File: config.mk
export PLATFORM = sky130hd
export DESIGN_NAME = rectangle_overlap_merge
export DESIGN_NICKNAME = d
export VERILOG_FILES = /design/src/design/rect_pkg.sv /design/src/design/rect_ram.sv /design/src/design/rect_ctrl.sv /design/src/design/rect_dp.sv /design/src/design/rectangle_overlap_merge.sv
export SDC_FILE = /design/constraint.sdc
export NUM_CORES = 2
export LEC_CHECK = 0
export ABC_AREA = 1
export BUFFER_PORTS_ARGS = -buffer_cell sky130_fd_sc_hd__buf_2
export CAP_MARGIN = 10
export CORE_UTILIZATION = 30
export DETAILED_ROUTE_END_ITERATION = 10
export HOLD_SLACK_MARGIN = 0.08
export REMOVE_ABC_BUFFERS = 1
export SLEW_MARGIN = 40
export SYNTH_ARGS = -nofsm -noshare
export SYNTH_HDL_FRONTEND = slang
export SYNTH_SLANG_ARGS = --single-unit
export TNS_END_PERCENT = 5
File: constraint.sdc
create_clock -name clock -period 4.7 [get_ports clock]
set_input_delay 0.47 -clock clock [delete_from_list [all_inputs] [get_ports clock]]
set_output_delay 0.47 -clock clock [all_outputs]
set_load 0.01 [all_outputs]
File: src/design/rect_pkg.sv
// Shared types and defaults for the rectangle overlap merge block.
// No dependencies; used by rect_ctrl, rect_dp and rectangle_overlap_merge.
package rect_pkg;

   localparam int DEFAULT_MAX_REGIONS = 32;
   localparam int DEFAULT_COORD_BITS  = 13;

   // controller states
   typedef enum logic [2:0] {
      S_LOAD,   // collecting rectangles
      S_IPICK,  // pick next kept slot i
      S_ILOAD,  // slot i data arrives, latch into accumulator
      S_JSCAN,  // stream later slots j against the accumulator
      S_IWB,    // write the grown box back to slot i
      S_EPICK,  // pick next survivor to send
      S_EWAIT,  // survivor data arrives
      S_EOUT    // result transaction waiting
   } rect_state_type;

   // controller -> datapath
   typedef struct packed {
      logic store;       // input transaction accepted
      logic i_clear;     // slot index and survivor index back to zero
      logic i_inc;       // advance slot index
      logic read_i;      // read store at slot index
      logic acc_load;    // accumulator <= read data, start scan at i+1
      logic scan;        // one scan step
      logic write_back;  // accumulator -> store at slot index
      logic out_load;    // output registers <= read data
      logic finish;      // set is done, clear count and overflow flag
   } rect_cmd_type;

   // datapath -> controller
   typedef struct packed {
      logic i_end;       // slot index reached the fill count
      logic i_alive;     // slot at index has not been merged away
      logic scan_done;   // scan issued and compared every later slot
      logic out_last;    // held result is the last of the set
   } rect_status_type;

endpackage

File: src/design/rect_ram.sv
// Generic single-write, single-read RAM with registered read data.
// No dependencies.
module rect_ram #(
   parameter int WIDTH = 52,
   parameter int DEPTH = 32
) (
   input  logic                     clock,
   input  logic                     wr_en,
   input  logic [$clog2(DEPTH)-1:0] wr_addr,
   input  logic [WIDTH-1:0]         wr_data,
   input  logic                     rd_en,
   input  logic [$clog2(DEPTH)-1:0] rd_addr,
   output logic [WIDTH-1:0]         rd_data
);

   logic [WIDTH-1:0] mem_ff [DEPTH];
   logic [WIDTH-1:0] rd_data_ff;

   always_ff @(posedge clock) begin
      if (wr_en) begin
         mem_ff[wr_addr] <= wr_data;
      end
      if (rd_en) begin
         rd_data_ff <= mem_ff[rd_addr];
      end
   end

   assign rd_data = rd_data_ff;

endmodule

File: src/design/rect_ctrl.sv
// Controller state machine for the rectangle overlap merge block.
// Depends on rect_pkg; drives rect_dp through rect_cmd_type.
module rect_ctrl import rect_pkg::*; (
   input  logic            clock,
   input  logic            reset,
   input  logic            req_valid,
   input  logic            req_last_in,
   output logic            req_ready,
   input  logic            rsp_ready,
   output logic            rsp_valid,
   input  rect_status_type status,
   output rect_cmd_type    cmd
);

   rect_state_type state_ff;
   rect_state_type state_in;

   always_ff @(posedge clock) begin
      if (reset) begin
         state_ff <= S_LOAD;
      end else begin
         state_ff <= state_in;
      end
   end

   // next state
   always_comb begin
      state_in = state_ff;
      case (state_ff)
         S_LOAD: begin
            if (req_valid && req_last_in) state_in = S_IPICK;
         end
         S_IPICK: begin
            if (status.i_end)        state_in = S_EPICK;
            else if (status.i_alive) state_in = S_ILOAD;
         end
         S_ILOAD: state_in = S_JSCAN;
         S_JSCAN: begin
            if (status.scan_done) state_in = S_IWB;
         end
         S_IWB:   state_in = S_IPICK;
         S_EPICK: begin
            if (status.i_end)        state_in = S_LOAD;
            else if (status.i_alive) state_in = S_EWAIT;
         end
         S_EWAIT: state_in = S_EOUT;
         S_EOUT: begin
            if (rsp_ready) state_in = status.out_last ? S_LOAD : S_EPICK;
         end
         default: state_in = S_LOAD;
      endcase
   end

   // outputs
   always_comb begin
      cmd       = '0;
      req_ready = 1'b0;
      rsp_valid = 1'b0;
      case (state_ff)
         S_LOAD: begin
            req_ready   = 1'b1;
            cmd.store   = req_valid;
            cmd.i_clear = req_valid && req_last_in;
         end
         S_IPICK: begin
            if (status.i_end)        cmd.i_clear = 1'b1;
            else if (status.i_alive) cmd.read_i  = 1'b1;
            else                     cmd.i_inc   = 1'b1;
         end
         S_ILOAD: cmd.acc_load = 1'b1;
         S_JSCAN: cmd.scan     = 1'b1;
         S_IWB: begin
            cmd.write_back = 1'b1;
            cmd.i_inc      = 1'b1;
         end
         S_EPICK: begin
            if (status.i_end)        cmd.finish = 1'b1;
            else if (status.i_alive) cmd.read_i = 1'b1;
            else                     cmd.i_inc  = 1'b1;
         end
         S_EWAIT: cmd.out_load = 1'b1;
         S_EOUT: begin
            rsp_valid  = 1'b1;
            cmd.finish = rsp_ready && status.out_last;
         end
         default: cmd = '0;
      endcase
   end

endmodule

File: src/design/rect_dp.sv
// Datapath: region store, alive flags, slot/scan counters, accumulator, output regs.
// Depends on rect_pkg and rect_ram; commanded by rect_ctrl.
module rect_dp import rect_pkg::*; #(
   parameter int MAX_REGIONS = DEFAULT_MAX_REGIONS,
   parameter int COORD_BITS  = DEFAULT_COORD_BITS
) (
   input  logic                  clock,
   input  logic                  reset,
   input  rect_cmd_type          cmd,
   output rect_status_type       status,
   input  logic [COORD_BITS-1:0] req_in_x_low,
   input  logic [COORD_BITS-1:0] req_in_y_low,
   input  logic [COORD_BITS-1:0] req_in_x_high,
   input  logic [COORD_BITS-1:0] req_in_y_high,
   output logic [COORD_BITS-1:0] rsp_out_x_low,
   output logic [COORD_BITS-1:0] rsp_out_y_low,
   output logic [COORD_BITS-1:0] rsp_out_x_high,
   output logic [COORD_BITS-1:0] rsp_out_y_high,
   output logic                  rsp_last_region,
   output logic                  rsp_overflowed
);

   localparam int IDX_BITS = $clog2(MAX_REGIONS);
   localparam int CNT_BITS = $clog2(MAX_REGIONS + 1);
   localparam int BOX_BITS = 4 * COORD_BITS;
   localparam logic [CNT_BITS-1:0] ONE_CNT  = CNT_BITS'(1);
   localparam logic [CNT_BITS-1:0] FULL_CNT = CNT_BITS'(MAX_REGIONS);

   // box layout: {x_low, y_low, x_high, y_high}
   logic [CNT_BITS-1:0]    count_ff, count_in;
   logic [CNT_BITS-1:0]    surv_ff, surv_in;
   logic                   ovf_ff, ovf_in;
   logic [MAX_REGIONS-1:0] alive_ff, alive_in;
   logic [CNT_BITS-1:0]    i_ff, i_in;
   logic [CNT_BITS-1:0]    j_ff, j_in;
   logic                   pend_ff, pend_in;
   logic [IDX_BITS-1:0]    pidx_ff, pidx_in;
   logic [BOX_BITS-1:0]    acc_ff, acc_in;
   logic [BOX_BITS-1:0]    out_ff, out_in;
   logic                   out_last_ff, out_last_in;
   logic                   out_ovf_ff, out_ovf_in;

   logic                   room;
   logic                   j_end;
   logic                   hit;
   logic [BOX_BITS-1:0]    rd_data;
   logic                   wr_en;
   logic [IDX_BITS-1:0]    wr_addr;
   logic [BOX_BITS-1:0]    wr_data;
   logic                   rd_en;
   logic [IDX_BITS-1:0]    rd_addr;
   logic [COORD_BITS-1:0]  a_xl, a_yl, a_xh, a_yh;
   logic [COORD_BITS-1:0]  b_xl, b_yl, b_xh, b_yh;
   logic [BOX_BITS-1:0]    union_box;

   assign room  = count_ff < FULL_CNT;
   assign j_end = j_ff >= count_ff;

   assign a_xl = acc_ff[4*COORD_BITS-1:3*COORD_BITS];
   assign a_yl = acc_ff[3*COORD_BITS-1:2*COORD_BITS];
   assign a_xh = acc_ff[2*COORD_BITS-1:COORD_BITS];
   assign a_yh = acc_ff[COORD_BITS-1:0];
   assign b_xl = rd_data[4*COORD_BITS-1:3*COORD_BITS];
   assign b_yl = rd_data[3*COORD_BITS-1:2*COORD_BITS];
   assign b_xh = rd_data[2*COORD_BITS-1:COORD_BITS];
   assign b_yh = rd_data[COORD_BITS-1:0];

   // strict overlap: shared edges don't count
   assign hit = pend_ff && alive_ff[pidx_ff] &&
                (a_xl < b_xh) && (b_xl < a_xh) && (a_yl < b_yh) && (b_yl < a_yh);

   assign union_box = {(a_xl < b_xl) ? a_xl : b_xl,
                       (a_yl < b_yl) ? a_yl : b_yl,
                       (a_xh > b_xh) ? a_xh : b_xh,
                       (a_yh > b_yh) ? a_yh : b_yh};

   // store port control
   always_comb begin
      wr_en   = 1'b0;
      wr_addr = count_ff[IDX_BITS-1:0];
      wr_data = {req_in_x_low, req_in_y_low, req_in_x_high, req_in_y_high};
      if (cmd.store && room) begin
         wr_en = 1'b1;
      end else if (cmd.write_back) begin
         wr_en   = 1'b1;
         wr_addr = i_ff[IDX_BITS-1:0];
         wr_data = acc_ff;
      end
   end

   assign rd_en   = cmd.read_i || (cmd.scan && !j_end);
   assign rd_addr = cmd.read_i ? i_ff[IDX_BITS-1:0] : j_ff[IDX_BITS-1:0];

   rect_ram #(
      .WIDTH (BOX_BITS),
      .DEPTH (MAX_REGIONS)
   ) u_store (
      .clock   (clock),
      .wr_en   (wr_en),
      .wr_addr (wr_addr),
      .wr_data (wr_data),
      .rd_en   (rd_en),
      .rd_addr (rd_addr),
      .rd_data (rd_data)
   );

   always_comb begin
      count_in    = count_ff;
      surv_in     = surv_ff;
      ovf_in      = ovf_ff;
      alive_in    = alive_ff;
      i_in        = i_ff;
      j_in        = j_ff;
      pend_in     = 1'b0;
      pidx_in     = pidx_ff;
      acc_in      = acc_ff;
      out_in      = out_ff;
      out_last_in = out_last_ff;
      out_ovf_in  = out_ovf_ff;

      if (cmd.store) begin
         if (room) begin
            alive_in[count_ff[IDX_BITS-1:0]] = 1'b1;
            count_in = count_ff + ONE_CNT;
            surv_in  = surv_ff + ONE_CNT;
         end else begin
            ovf_in = 1'b1;
         end
      end
      if (cmd.i_clear) begin
         i_in = '0;
         j_in = '0;
      end
      if (cmd.i_inc) begin
         i_in = i_ff + ONE_CNT;
      end
      if (cmd.acc_load) begin
         acc_in = rd_data;
         j_in   = i_ff + ONE_CNT;
      end
      if (cmd.scan) begin
         // issue stage
         if (!j_end) begin
            pend_in = 1'b1;
            pidx_in = j_ff[IDX_BITS-1:0];
            j_in    = j_ff + ONE_CNT;
         end
         // compare stage
         if (hit) begin
            acc_in            = union_box;
            alive_in[pidx_ff] = 1'b0;
            surv_in           = surv_ff - ONE_CNT;
         end
      end
      if (cmd.out_load) begin
         out_in      = rd_data;
         out_last_in = (j_ff + ONE_CNT) == surv_ff;
         out_ovf_in  = ovf_ff;
         i_in        = i_ff + ONE_CNT;
         j_in        = j_ff + ONE_CNT;
      end
      if (cmd.finish) begin
         count_in = '0;
         surv_in  = '0;
         ovf_in   = 1'b0;
      end
   end

   always_ff @(posedge clock) begin
      if (reset) begin
         count_ff <= '0;
         surv_ff  <= '0;
         ovf_ff   <= 1'b0;
         alive_ff <= '0;
         i_ff     <= '0;
         j_ff     <= '0;
         pend_ff  <= 1'b0;
      end else begin
         count_ff <= count_in;
         surv_ff  <= surv_in;
         ovf_ff   <= ovf_in;
         alive_ff <= alive_in;
         i_ff     <= i_in;
         j_ff     <= j_in;
         pend_ff  <= pend_in;
      end
   end

   always_ff @(posedge clock) begin
      pidx_ff     <= pidx_in;
      acc_ff      <= acc_in;
      out_ff      <= out_in;
      out_last_ff <= out_last_in;
      out_ovf_ff  <= out_ovf_in;
   end

   assign status.i_end     = i_ff >= count_ff;
   assign status.i_alive   = alive_ff[i_ff[IDX_BITS-1:0]];
   assign status.scan_done = j_end && !pend_ff;
   assign status.out_last  = out_last_ff;

   assign rsp_out_x_low   = out_ff[4*COORD_BITS-1:3*COORD_BITS];
   assign rsp_out_y_low   = out_ff[3*COORD_BITS-1:2*COORD_BITS];
   assign rsp_out_x_high  = out_ff[2*COORD_BITS-1:COORD_BITS];
   assign rsp_out_y_high  = out_ff[COORD_BITS-1:0];
   assign rsp_last_region = out_last_ff;
   assign rsp_overflowed  = out_ovf_ff;

endmodule

File: src/design/rectangle_overlap_merge.sv
// Rectangle overlap merge, top level: controller plus datapath.
// Depends on rect_pkg, rect_ctrl, rect_dp (which holds rect_ram).
//
// Loads up to MAX_REGIONS axis-aligned rectangles, one per req transaction,
// into a single-port-read store; further rectangles are dropped and the set
// is flagged as overflowed. The transaction with req_last_in set (stored or
// dropped) starts a single-pass merge: each surviving slot i in order is
// latched into an accumulator and every later surviving slot j is streamed
// past it, one slot per cycle. Strictly overlapping rectangles (touching
// edges do not count) are folded into the accumulator's bounding box and the
// later slot is marked dead, which gives the same order as removing it and
// compacting. The grown box is written back, then survivors are sent in slot
// order on rsp, the last one with rsp_last_region set and rsp_overflowed on
// all of them. Rectangles are accepted one per cycle while loading; the
// merge streams every later slot past each surviving slot, its length set
// by the one read port of the store; emit skips dead slots and waits on
// rsp_ready for each result. Input is accepted only while loading; during
// merge and emit req_ready is low.
module rectangle_overlap_merge import rect_pkg::*; #(
   parameter int MAX_REGIONS = DEFAULT_MAX_REGIONS,
   parameter int COORD_BITS  = DEFAULT_COORD_BITS
) (
   input  logic                  clock,
   input  logic                  reset,
   input  logic                  req_valid,
   output logic                  req_ready,
   input  logic [COORD_BITS-1:0] req_in_x_low,
   input  logic [COORD_BITS-1:0] req_in_y_low,
   input  logic [COORD_BITS-1:0] req_in_x_high,
   input  logic [COORD_BITS-1:0] req_in_y_high,
   input  logic                  req_last_in,
   output logic                  rsp_valid,
   input  logic                  rsp_ready,
   output logic [COORD_BITS-1:0] rsp_out_x_low,
   output logic [COORD_BITS-1:0] rsp_out_y_low,
   output logic [COORD_BITS-1:0] rsp_out_x_high,
   output logic [COORD_BITS-1:0] rsp_out_y_high,
   output logic                  rsp_last_region,
   output logic                  rsp_overflowed
);

   rect_cmd_type    cmd;
   rect_status_type status;

   // sequencing: load, merge pass, emit
   rect_ctrl u_ctrl (
      .clock       (clock),
      .reset       (reset),
      .req_valid   (req_valid),
      .req_last_in (req_last_in),
      .req_ready   (req_ready),
      .rsp_ready   (rsp_ready),
      .rsp_valid   (rsp_valid),
      .status      (status),
      .cmd         (cmd)
   );

   // store, overlap compare, union and result registers
   rect_dp #(
      .MAX_REGIONS (MAX_REGIONS),
      .COORD_BITS  (COORD_BITS)
   ) u_dp (
      .clock           (clock),
      .reset           (reset),
      .cmd             (cmd),
      .status          (status),
      .req_in_x_low    (req_in_x_low),
      .req_in_y_low    (req_in_y_low),
      .req_in_x_high   (req_in_x_high),
      .req_in_y_high   (req_in_y_high),
      .rsp_out_x_low   (rsp_out_x_low),
      .rsp_out_y_low   (rsp_out_y_low),
      .rsp_out_x_high  (rsp_out_x_high),
      .rsp_out_y_high  (rsp_out_y_high),
      .rsp_last_region (rsp_last_region),
      .rsp_overflowed  (rsp_overflowed)
   );

   // loading and emitting never overlap
   a_no_load_during_emit: assert property (@(posedge clock)
      !(req_ready && rsp_valid))
      else $error("req_ready and rsp_valid high together");

   // after reset the block is ready to load
   a_ready_after_reset: assert property (@(posedge clock)
      reset |=> (req_ready && !rsp_valid))
      else $error("block not loading after reset");

   // a non-final result transaction keeps the block in the emit phase
   a_emit_continues: assert property (@(posedge clock) disable iff (reset)
      (rsp_valid && rsp_ready && !rsp_last_region) |=> !req_ready)
      else $error("load reopened before the last result");

   // the final result transaction hands the block back to loading
   a_load_after_last: assert property (@(posedge clock) disable iff (reset)
      (rsp_valid && rsp_ready && rsp_last_region) |=> (req_ready && !rsp_valid))
      else $error("block not loading after the last result");

endmodule

==> impl_metrics.env <==
export IMPL_status="finished, final reports clean"
export IMPL_grt_pass1_wl_mm=395
export IMPL_min_period_ns=4.24
export IMPL_p_sw_uw=16900
export IMPL_ys_seq_elements=1888
export IMPL_p_comb_share_pct=28.1
export IMPL_fin_nets=8867
export IMPL_crit_required_ns=5.35
export IMPL_rsz0062_at_grt="no"
export IMPL_area_growth_syn_to_layout_pct=15.1
export IMPL_synth_top_flop_cell="edfxtp_1"
export IMPL_path_class="flop to flop"
export IMPL_min_path_type="primary input to flop"
export IMPL_dp_hpwl_mm=147
export IMPL_wl_per_cell_um=21.8
export IMPL_p_clk_share_pct=29.6
export IMPL_grt_pass1_vias=58100
export IMPL_core_area_um2=283000
export IMPL_p_int_uw=33000
export IMPL_leakage_uw=0.0415
export IMPL_clk_pin_slew_worst_paths_ns=0.06
export IMPL_ctsLongestPathBuffers=4
export IMPL_grt_max_degree=106
export IMPL_setup_ws_ns=0.462
export IMPL_first_pass_iters=6
export IMPL_gr_total_overflow=0
export IMPL_async_flop_share_pct=0
export IMPL_netlist_area_um2=85800
export IMPL_crit_path_start_kind="flop"
export IMPL_fmax_mhz=236
export IMPL_die_area_um2=288000
export IMPL_drt_initial_drc_count=7235
export IMPL_ys_warn_count=0
export IMPL_io_pins=113
export IMPL_placed_cell_area_um2=92700
export IMPL_vias=61100
export IMPL_synth_seq_area_share_pct=65.4
export IMPL_synth_edf_count=1827
export IMPL_clk_insertion_delay_late_ns=0.85
export IMPL_rows=195
export IMPL_wl_mm=274
export IMPL_syn_inst=8574
export IMPL_layout_commonest_cell="nand2_1"
export IMPL_maxCapViolCount=0
export IMPL_portBuffers=112
export IMPL_drc=0
export IMPL_grt_usage_pct=18.6
export IMPL_end_kind="flop"
export IMPL_whs_ns=0.126
export IMPL_final_cell_area_um2=98700
export IMPL_tightest_slew_ns=0.903
export IMPL_fp_dieW_um=537
export IMPL_slew_headroom_pct=39.8
export IMPL_pre_cts_ws_ns=0.577
export IMPL_cts_root_buf="clkbuf_16"
export IMPL_cts_buffers_inserted=192
export IMPL_finalHoldViolCount=0
export IMPL_timing_final_crit_share_pct=90.2
export IMPL_routed_via_density=4.86
export IMPL_holdPathStages=3
export IMPL_crit_arrival_ns=4.89
export IMPL_start_util_pct=30.3
export IMPL_setup_violations_final=0
export IMPL_skew_ns=0.0455
export IMPL_powerDensity_nw_per_um2=506
export IMPL_cts_sinks=1888
export IMPL_vdd_drop_max_mv=0.355
export IMPL_antenna_found_initial=13
export IMPL_ys_types=43
export IMPL_fin_util_pct=34.8
export IMPL_power_share_sequential_pct=42.3
export IMPL_gp_congestion=0.862
export IMPL_r2r_cells=17
export IMPL_h_tree_depth=4
export IMPL_drv_slew=0
export IMPL_swShare_pct=33.8
export IMPL_syn_mean_instance_area_um2=10.0
export IMPL_ant_nets=0
export IMPL_drive_gt1_share_pct=7.82
export IMPL_die_h_um=537
export IMPL_crit_path_max_fanout=28
export IMPL_total_power_uw=49900
export IMPL_final_cell_mix="nand2_1 (2035), inv_1 (1855), edfxtp_1 (1827), nand3_1 (1666), clkbuf_16 (196)"
export IMPL_cts_tree="yes"
registers in the layout (all words and copies together), names as in the netlist:
name                  count
u_dp.u_store.rd_data     52
u_dp.acc_ff              52
u_dp.i_ff                 6
u_dp.u_store.mem_ff    1664
u_dp.alive_ff            32
u_dp.surv_ff              6
u_dp.count_ff             6
u_dp.ovf_ff               1
u_dp.j_ff                 6
u_dp.rsp_last_region      1
u_ctrl.state_ff           3
u_dp.rsp_overflowed       1
u_dp.pend_ff              1
u_dp.pidx_ff              5
u_dp.out_ff              52
final cells by class:
| cell class | instances | area [um2] |
|---|---|---|
| well taps | 3743 | 4680 |
| flip-flops and latches | 1888 | 56100 |
| inverters | 1864 | 7020 |
| clock buffers | 237 | 5060 |
| fillers | 27700 | 185000 |
| clock inverters | 98 | 815 |
| multi-input cells | 4399 | 21300 |
| diodes | 2 | 5.00 |
| repair buffers | 347 | 3730 |
cells by family (layout without fill, tap and decap cells):
family	count (synthesis)	count (layout)	share of synthesized area, %
flip-flops	1888	1888	65.4
buffers and inverters	2287	2546	10.6
adder cells (fa/ha/maj)	118	118	1.72
AO/OA/AOI/OAI	339	339	2.13
XOR/XNOR	17	17	0.174
AND/OR/NAND/NOR	3925	3925	20.0
other	0	2	0
power by group through the flow:
stage                     registers, uW  logic, uW  clock network (uW)
after floorplan                   21400       9750                   0
after global placement            21500      13500                   0
after detailed placement          21500      13800                   0
after CTS                         21100      13900               15000
after global routing              21200      15400               15600
final                             21100      14000               14800
synthesized netlist by cell type, types with 2 or more instances:
| master | number | share of area (%) |
|---|---|---|
| ha_1 | 118 | 1.7 |
| nor3_1 | 24 | 0.14 |
| clkinv_1 | 2 | 0.0088 |
| o21ai_0 | 189 | 1.1 |
| buf_6 | 4 | 0.053 |
| a211oi_1 | 5 | 0.044 |
| buf_1 | 20 | 0.088 |
| dfxtp_1 | 61 | 1.4 |
| buf_4 | 36 | 0.32 |
| o22ai_1 | 3 | 0.022 |
| nor2_1 | 104 | 0.46 |
| o211ai_1 | 9 | 0.079 |
| a22oi_1 | 7 | 0.061 |
| nand3b_1 | 54 | 0.47 |
| nand4_1 | 24 | 0.18 |
| o21ai_1 | 5 | 0.029 |
| o21ai_2 | 4 | 0.041 |
| nand2_1 | 2038 | 8.9 |
| edfxtp_1 | 1827 | 64 |
| inv_2 | 6 | 0.026 |
| or2_2 | 2 | 0.015 |
| nor4_1 | 7 | 0.051 |
| nand3_1 | 1666 | 9.7 |
| nand2_2 | 4 | 0.029 |
| xnor2_1 | 2 | 0.020 |
| a21oi_1 | 96 | 0.56 |
| a21o_1 | 3 | 0.026 |
| a2111oi_0 | 4 | 0.041 |
| a31oi_1 | 5 | 0.036 |
| buf_2 | 250 | 1.5 |
| a21boi_0 | 2 | 0.018 |
| clkbuf_1 | 113 | 0.49 |
| inv_1 | 1856 | 8.1 |
| xor2_1 | 15 | 0.15 |
critical path: stages, from the launching register on:
cell and delay (ns):
dfxtp_1 0.49, inv_1 0.18, ha_1 0.32, nand2_1 0.08
a21oi_1 0.06, nor3_1 0.13, nand2_1 0.15, nor2_1 0.46
nand3_4 0.27, o21ai_4 0.72, buf_12 0.24, buf_12 0.20
nand3_1 0.12, nand3_1 0.13, nand3_1 0.07, nand2_1 0.12
nand2_1 0.05, nand2_1 0.19
timing repair:
item	in CTS	in global routing
setup endpoints to repair	0	0
hold buffers	2	0
setup buffers	0	0
resized for setup	0	0
endpoints found under the hold margin	1	0
routing by layer:
metal / routed length (um) / vias to the layer above / GRT usage [%]
met5: 56 / - / 0
met4: 14500 / 8 / 9.45
met3: 23000 / 634 / 2.60
met2: 127000 / 3020 / 30.6
met1: 109000 / 29400 / 24.0
li1: - / 28100 / -
final timing paths:
kind | startpoint | to | slack, ns
setup / recovery | u_dp.count_ff[3] | u_dp.u_store.rd_data[30] | 0.46
setup reg to reg | u_dp.count_ff[3] | u_dp.u_store.rd_data[30] | 0.46
hold reg to reg | u_dp.ovf_ff | u_dp.rsp_overflowed | 0.45
hold / removal | req_in_x_high[5] | u_dp.u_store.mem_ff[9][18] | 0.13
through the flow:
stage | setup TNS [ns] | cells
5_1_grt | 0 | 12600
2_1_floorplan | -1771.01 | 8151
3_3_place_gp | 0 | 12200
4_1_cts | 0 | 12600
6_report | 0 | 12600
3_5_place_dp | 0 | 12200
Power figures use the tool's default switching activity.
